==> src/hw/rtl/truncated_series_composition_mod_n_top_assert.svh <==
// ----------------------------------------------------------------------------
// Assertion macros for the truncated series composition block.
// Each macro wraps one clocked property that is disabled while reset is low.
// ----------------------------------------------------------------------------
`ifndef TRUNCATED_SERIES_COMPOSITION_MOD_N_TOP_ASSERT_SVH
`define TRUNCATED_SERIES_COMPOSITION_MOD_N_TOP_ASSERT_SVH

// The consequent holds in the same cycle as the antecedent.
`define TSCN_ASSERT_IMPL(lbl, clk, rstn, ante, cons) \
    lbl: assert property (@(posedge clk) disable iff (!rstn) (ante) |-> (cons)) \
        else $error("tscn assertion failed");

// The consequent holds in the cycle after the antecedent.
`define TSCN_ASSERT_NEXT(lbl, clk, rstn, ante, cons) \
    lbl: assert property (@(posedge clk) disable iff (!rstn) (ante) |=> (cons)) \
        else $error("tscn assertion failed");

`endif

==> src/hw/rtl/tscn_pkg.sv <==
// ----------------------------------------------------------------------------
// tscn_pkg
// Shared types, codes and the modular adder of the series composition block.
// ----------------------------------------------------------------------------
package tscn_pkg;

    // Length of the result series store.
    localparam int RESULT_TERMS = 64;

    // Operation codes of an input word.
    localparam logic OP_OUTER = 1'b0;
    localparam logic OP_INNER = 1'b1;

    // Register indexes on the configuration port.
    localparam logic REG_MODULUS   = 1'b0;
    localparam logic REG_PRECISION = 1'b1;

    // Configuration seen by the core.
    typedef struct packed {
        logic [63:0] modulus;
        logic [6:0]  len;
    } cfg_t;

    // Sequencer states.
    typedef enum logic [3:0] {
        ST_IDLE,
        ST_CLEAR,
        ST_TERM_CHK,
        ST_TERM_RD,
        ST_TERM_MUL,
        ST_TERM_WB,
        ST_CONST_ISSUE,
        ST_CONST_RD,
        ST_CONST_MUL,
        ST_SCAN_RD,
        ST_SCAN_CHK,
        ST_EMIT_RD,
        ST_EMIT_LD
    } state_t;

    // Sum of two reduced values modulo n; a modulus of zero wraps at 2^64.
    function automatic logic [63:0] add_m(input logic [63:0] a, input logic [63:0] b,
                                          input logic [63:0] n);
        logic [64:0] s;
        s = {1'b0, a} + {1'b0, b};
        if (n != 64'd0 && s >= {1'b0, n}) begin
            s = s - {1'b0, n};
        end
        return s[63:0];
    endfunction

endpackage

==> src/hw/rtl/tscn_cfg.sv <==
// ----------------------------------------------------------------------------
// tscn_cfg
// Configuration registers behind the APB-style port.
// ----------------------------------------------------------------------------
module tscn_cfg #(
    parameter int MAX_TERMS = 64
) (
    input  logic               aclk,
    input  logic               aresetn,
    input  logic               psel,
    input  logic               penable,
    input  logic               pwrite,
    input  logic [3:0]         paddr,
    input  logic [63:0]        pwdata,
    output logic [63:0]        prdata,
    output logic               pready,
    output tscn_pkg::cfg_t     cfg
);

    localparam int LIM_INT = (MAX_TERMS < tscn_pkg::RESULT_TERMS) ? MAX_TERMS
                                                                  : tscn_pkg::RESULT_TERMS;
    localparam logic [6:0] LEN_LIMIT = 7'(LIM_INT);

    logic [63:0] modulus_reg;
    logic [6:0]  prec_reg;
    logic        wr_en;

    assign pready = 1'b1;
    assign wr_en  = psel && penable && pwrite;

    // Register writes.
    always_ff @(posedge aclk) begin
        if (!aresetn) begin
            modulus_reg <= 64'd2;
            prec_reg    <= 7'd64;
        end else if (wr_en) begin
            if (paddr[3] == tscn_pkg::REG_MODULUS) begin
                modulus_reg <= pwdata;
            end else begin
                prec_reg <= pwdata[6:0];
            end
        end
    end

    // Read-back and the effective series length.
    always_comb begin
        prdata = (paddr[3] == tscn_pkg::REG_PRECISION) ? {57'd0, prec_reg} : modulus_reg;
        cfg.modulus = modulus_reg;
        cfg.len     = (prec_reg > LEN_LIMIT) ? LEN_LIMIT : prec_reg;
    end

endmodule

==> config.mk <==
export PLATFORM = sky130hd
export DESIGN_NAME = tscn_cfg
export DESIGN_NICKNAME = d
export VERILOG_FILES = /design/src/hw/rtl/truncated_series_composition_mod_n_top_assert.svh /design/src/hw/rtl/tscn_pkg.sv /design/src/hw/rtl/tscn_cfg.sv
export SDC_FILE = /design/constraint.sdc
export NUM_CORES = 1
export LEC_CHECK = 0
export BUFFER_PORTS_ARGS = -buffer_cell sky130_fd_sc_hd__buf_2
export CAP_MARGIN = 20
export CORE_ASPECT_RATIO = 1.4
export CORE_MARGIN = 3
export CORE_UTILIZATION = 44
export CTS_BUF_LIST = sky130_fd_sc_hd__clkbuf_8
export CTS_CLUSTER_DIAMETER = 50
export DETAILED_ROUTE_END_ITERATION = 10
export PLACE_DENSITY = 0.94
export RECOVER_POWER = 25
export SETUP_SLACK_MARGIN = 0.2
export SYNTH_ARGS = -nofsm -noshare
export SYNTH_HDL_FRONTEND = slang
export SYNTH_SLANG_ARGS = --single-unit
==> constraint.sdc <==
create_clock -name aclk -period 1 [get_ports aclk]
set_clock_uncertainty 0.05 [all_clocks]
set_input_delay 0.05 -clock aclk [delete_from_list [all_inputs] [get_ports aclk]]
set_output_delay 0.05 -clock aclk [all_outputs]
set_load 0.03 [all_outputs]
==> results by stage, run 1 <==
Synth:
- The number of synthesized register bits is 71.
- After synthesis, the most frequently instantiated cells are 133 x sky130_fd_sc_hd__nand2_1, 71 x sky130_fd_sc_hd__dfxtp_1, 71 x sky130_fd_sc_hd__mux2i_1, 67 x sky130_fd_sc_hd__nor2b_1, 17 x sky130_fd_sc_hd__clkbuf_1.
- In this run the cell area of the synthesized design comes to between 3000 and 4000 sq um.
- In the post-synthesis netlist, the biggest area contributors are sky130_fd_sc_hd__dfxtp_1 43%, sky130_fd_sc_hd__mux2i_1 21%, sky130_fd_sc_hd__nand2_1 15%, sky130_fd_sc_hd__nor2b_1 13%, sky130_fd_sc_hd__mux2_2 2.4%.
- The number of nets in the synthesized netlist is 456.
- The synthesized instance count is 383.
- For this run, the register share of the synthesized area comes to 0.427.
- sky130_fd_sc_hd__dfxtp_1 takes more of the synthesized area than any other cell.
- The most used standard cell by instance count after synthesis is sky130_fd_sc_hd__nand2_1.
- In this run, distinct cell masters in the synthesized netlist total 12.
- The fraction of registers with async set/reset is 0.
- Of the post-synthesis cell area, the dominant cell type holds 0.427.
- The number of synthesis warnings is 0.
- Averaged over all synthesized cells, the footprint is 8.70 sq um.
- Among all flip-flop cells after synthesis, the most frequent one is sky130_fd_sc_hd__dfxtp_1.
- Counting flops with a built-in enable in the synthesized netlist gives 0.

CTS:
- Counting along the longest clock path gives a buffer depth of 2.
- The count of clock tree sinks is 71.
- The H-tree level count is 3.
- The number of CTS-inserted buffers is 9.
- The cell at the root of the clock tree is sky130_fd_sc_hd__clkbuf_8.

Run status:
- It got as far as global routing (5_1_grt) and failed there.
- The flow did not finish.
- The first error in the log reads "[ERROR DPL-0038] Utilization greater than 100%, impossible to legalize".

GRT:
- The pin count of the biggest net entering global routing is 59.

Placement:
- After detailed placement, the design holds a cell count of 666.
- The congestion estimate from routability-driven global placement came to 0.769.
- Once placement finished, the instance area stood at 5070 sq um.
- The count of input and output buffers is 204.
- Detailed placement finished with a half-perimeter wire length of approximately 7800 um.

STA:
- In the global-route stage, repair_timing last flagged the worst endpoint as cfg[2].
- After the last repair the worst path ends at a primary output.

Floorplan:
- After floorplanning, the core was divided into 36 placement rows.
- The number of I/O pins is 209.
- The die span in y is 109 um.
- The initial core utilization is 0.465.
- The chip width is 79.5 um.
## through the flow
stage / worst slack [ps] / hold slack, ps
floorplan: 16.3 / 135
global placement: -104 / 238
detailed placement: -193 / 250
CTS: -233 / 17.1
## timing repair
item,in CTS
cloned,1
setup buffers,21
hold buffers,65
setup endpoints to repair,138
endpoints found under the hold margin,71
gates resized for setup,294
## cells by family after synthesis
logic type,Yosys count,share of synthesized area
and+or+nand+nor,202,0.282
muxes,78,0.237
DFF,71,0.427
buffers and inverters,31,0.0529
other,1,0.00113
==> run 2: changes to the inputs <==
CORE_ASPECT_RATIO = not set   (was 1.4)
CORE_UTILIZATION = 30   (was 44)
CTS_BUF_LIST = not set   (was sky130_fd_sc_hd__clkbuf_8)
CTS_CLUSTER_DIAMETER = not set   (was 50)
PLACE_DENSITY = not set   (was 0.94)
PLACE_DENSITY_LB_ADDON = 0.15   (was not set)
SETUP_SLACK_MARGIN = not set   (was 0.2)
==> run 2 against run 1 <==
The flow now finishes, with violations (setup timing). Area after synthesis unchanged. Synthesized cell count unchanged.
==> results by stage, run 2 <==
GRT:
- The first global-routing pass estimated 18500 um of wire.
- The via count of the first global-routing pass is 3689.
- For this run, the total global-route usage over all layers was measured as 0.181.
- The number of antenna violations at the first check in global routing is 0.
- For this run the aggregate overflow at the end of global routing stands at 0.
- The pin count of the biggest net entering global routing is 51.

Synth:
- The fraction of registers with async set/reset is 0 (unchanged).
- The synthesized instance count is 383 (unchanged).
- The register area share after synthesis is 0.427 (unchanged).
- The dominant combinational cell family by area after synthesis is simple AND/OR/NAND/NOR gates.
- The area share of the largest cell type after synthesis is 0.427 (unchanged).
- The count of flip-flops with a built-in enable after synthesis is 0 (unchanged).
- Of all cell types, the one taking the most synthesized area is sky130_fd_sc_hd__dfxtp_1.
- The number of distinct library cells after synthesis is 12 (unchanged).
- The adder and majority cell fraction of the synthesized area is 0 (unchanged).
- The cell area after synthesis is 3330 sq um (unchanged).
- Ranked by total cell area, the synthesized netlist is headed by sky130_fd_sc_hd__dfxtp_1 43%, sky130_fd_sc_hd__mux2i_1 21%, sky130_fd_sc_hd__nand2_1 15%, sky130_fd_sc_hd__nor2b_1 13%, sky130_fd_sc_hd__mux2_2 2.4%.
- The number of synthesized register bits is 71 (unchanged).
- The leading register cell type out of synthesis is sky130_fd_sc_hd__dfxtp_1.
- The synthesized net count came to 456 (unchanged).
- Sorting the synthesized cells by how often they occur yields 133 x sky130_fd_sc_hd__nand2_1, 71 x sky130_fd_sc_hd__dfxtp_1, 71 x sky130_fd_sc_hd__mux2i_1, 67 x sky130_fd_sc_hd__nor2b_1, 17 x sky130_fd_sc_hd__clkbuf_1.
- The share of the synthesized area in compound gates (AO/OA/AOI/OAI) is 0 (unchanged).
- The simple-gate area share of the yosys netlist came to 0.282 (unchanged).
- The synthesized-area fraction occupied by xor and xnor cells came to 0 (unchanged).
- The number of synthesis warnings is 0 (unchanged).
- The per-instance average area after synthesis is 8.70 sq um (unchanged).
- The mux cell area share after synthesis is 0.237 (unchanged).
- The most used standard cell by instance count after synthesis is sky130_fd_sc_hd__nand2_1.

Route:
- The first-pass detailed-route iteration total is 5.
- The violation count after the first detailed-route iteration is approximately 150.
- In the routed design, unresolved DRC markers number 0.
- The count of nets left with antenna violations once routing finished came out at 0.
- Using the TritonRoute via totals, the vias-per-cell ratio works out to roughly 4.5.
- Across all layers, the routed design uses around 3700 vias.
- The final layout contains routed wiring with a total length of 12100 um.
- In the final routed layout, each cell accounts on average for 14.7 um.

Finish:
- The final antenna diode count is 0.
- In the layout the commonest cells are 133 x sky130_fd_sc_hd__nand2_1, 95 x sky130_fd_sc_hd__buf_6, 76 x sky130_fd_sc_hd__buf_2.
- The count of nets after finishing is between 700 and 800.
- The cell area after layout is 6860 sq um.
- The number of flip-flops under the largest register name is 64.
- The fraction of layout cells with a size suffix above 1 is 0.592.
- Once layout is complete, the utilization of the core stands at 0.650.
- The number of fill cells in the layout is around 830.
- The library cell used most frequently in the layout, excluding fill and tap cells, is sky130_fd_sc_hd__nand2_1.
- The area growth from synthesis to layout is 106%.

Floorplan:
- The die span in y is 111 um (+2.2%).
- In this run the standard cell core region covers between 10000 and 15000 sq um.
- The number of I/O pins is 209 (unchanged).
- The initial core utilization is 0.316 (-0.150).
- The die covers 12400 sq um.
- The chip width is 111 um (+40%).
- The number of cell rows came to 37 (+2.8%).

Hold path:
- The destination of the worst hold path is modulus_reg[6].
- In this run the most critical hold path is launched from aresetn.
- The worst hold path depth is 3.
- The class of the tightest hold or removal check is input port to register.

STA:
- The post-route fraction of the period consumed by the critical path is 1.18.
- Subtracting the final worst setup slack from the clock period gives 1180 ps.
- Setup violations remaining at the end of the flow were counted as 79.
- For this run, the top clock speed supported by timing is between 0.8 and 0.9 GHz.
- Across all setup checks in the final design, the least slack found is -185 ps.
- The max-slew violation count is 0.
- Setup repair after global routing could not meet its margin everywhere.
- The pin slew with the least headroom to its limit is 681 ps.
- The final hold violation count is 0.
- Headroom to the max-slew limit came out at 0.546.

Flow run:
- The tool flagged a number of max-cap violations equal to 0.

CTS:
- The number of buffers between clock root and the deepest sink came to 2 (unchanged).
- The H-tree level count is 3 (unchanged).
- The count of clock tree sinks was 71 (unchanged).
- The clock latency on the worst-skew pair is 340 ps.
- The clock transition at the registers of the reported paths is 70 ps.
- TritonCTS built the clock tree.
- The number of CTS-inserted buffers is 9 (unchanged).
- The tree is rooted in a sky130_fd_sc_hd__clkbuf_8.

Setup path:
- The data arrival time at the worst-slack endpoint is around 1100 ps.
- The worst register-to-register path has a depth of 4.
- In this run the critical register-to-register path is launched from modulus_reg[1].
- The endpoint of the worst-slack reg-to-reg timing path is modulus_reg[1].
- The critical path launch point type is a register.
- The worst setup path startpoint is modulus_reg[6].
- The required time at the worst-slack endpoint is roughly 900 ps.
- In this run the worst path has a maximum fanout of 3.
- The critical path in this run is classified as register to output port.
- The reg-to-reg setup timing slack is between 100 and 150 ps.
- The sort of element at the end of the critical path is an output port.

Pwr:
- Of the total power, the share spent switching nets is 0.271.
- The total power density per cell area is 938 nW/um^2.
- In this run the static leakage power is ~3.0 nW.
- For this design the total switching power over the nets is 0.00174 W.
- The maximum resistive drop on vdd is roughly 490 uV.
- The cell internal power dissipation is about 0.0047 W.
- Of the total power, registers draw 0.458.
- Of the total power, combinational logic draws 0.205.
- The fraction of power consumed by the clock network is 0.338.

Run status:
- The final reports fail on setup timing.
- The run finished, with violations left.

Placement:
- The weighted congestion at the end of routability-driven global placement is 0.788 (+2.4%).
- The count of input and output buffers is 204 (unchanged).
- The half-perimeter wire length of the detailed placement result was 7130 um (-9.1%).
- The post-place instance area was 4710 sq um (-7.1%).
[run 2: cell counts after synthesis]
No cell type changed its count.
[run 2: cell type report]
type / instances / area, sq um / area share
multi-input cells: 281 / 2210 / 0.323
clock buffers: 11 / 131 / 0.0192
clock inverters: 4 / 47.5 / 0.00693
flip-flops and latches: 71 / 1520 / 0.222
repair buffers: 319 / 2770 / 0.404
well taps: 136 / 170 / 0.0248
[run 2: power groups by stage]
stage | clock network [W] | registers, W | logic [W]
after floorplan | 0 | 0.00310 | 0.000443
after global placement | 0 | 0.00300 | 0.000882
after detailed placement | 0 | 0.00300 | 0.000891
after CTS | 0.00225 | 0.00295 | 0.00126
after global routing | 0.00237 | 0.00295 | 0.00140
final | 0.00217 | 0.00294 | 0.00132
[run 2: how the worst max path moves through the flow]
stage,endpoint,slack (ps)
finish,prdata[6],-180
global route,cfg[5],-220
CTS,cfg[2],-210
detailed placement,modulus_reg[33],-150
global placement,modulus_reg[39],-90
floorplan,prdata[10],20
[run 2: kinds of logic (layout without fill, tap and decap cells)]
| logic type | count (synthesis) | count (layout) |
|---|---|---|
| other | 1 | 1 |
| AND/OR/NAND/NOR | 202 | 202 |
| flip-flops | 71 | 71 |
| multiplexers | 78 | 78 |
| buffers and inverters | 31 | 334 |
[run 2: metal layers]
| metal | global-route usage | share of wire | vias to the layer above |
|---|---|---|---|
| li1 | - | - | 1808 |
| met1 | 0.206 | 0.40 | 1692 |
| met2 | 0.332 | 0.51 | 149 |
| met3 | 0.0457 | 0.067 | 16 |
| met4 | 0.0584 | 0.018 | 0 |
| met5 | 0 | 0 | - |
[run 2: what timing repair did]
item                                   CTS  global route
setup endpoints to repair              131           114
resized for setup                      305            85
hold buffers                            65             0
setup buffers                           12            22
pin swaps                                0             0
endpoints found under the hold margin   71             0
[run 2: critical path: stages (launching register included)]
cell	delay [ps]
sky130_fd_sc_hd__dfxtp_2	340
sky130_fd_sc_hd__mux2_4	280
sky130_fd_sc_hd__buf_6	140
[run 2: metrics by stage]
step	hold WS [ps]	worst slack [ps]	TNS, ps	cells	power (W)
final	13.1	-185	-8540	822	0.00643
after CTS	5.14	-207	-6630	802	0.00646
after detailed placement	253	-147	-7140	710	0.00389
after global placement	246	-94.3	-5370	710	0.00388
after floorplan	139	16.3	0	383	0.00355
after global routing	15.3	-223	-12400	822	0.00673
Note: power is estimated with default switching activity, not from simulation.
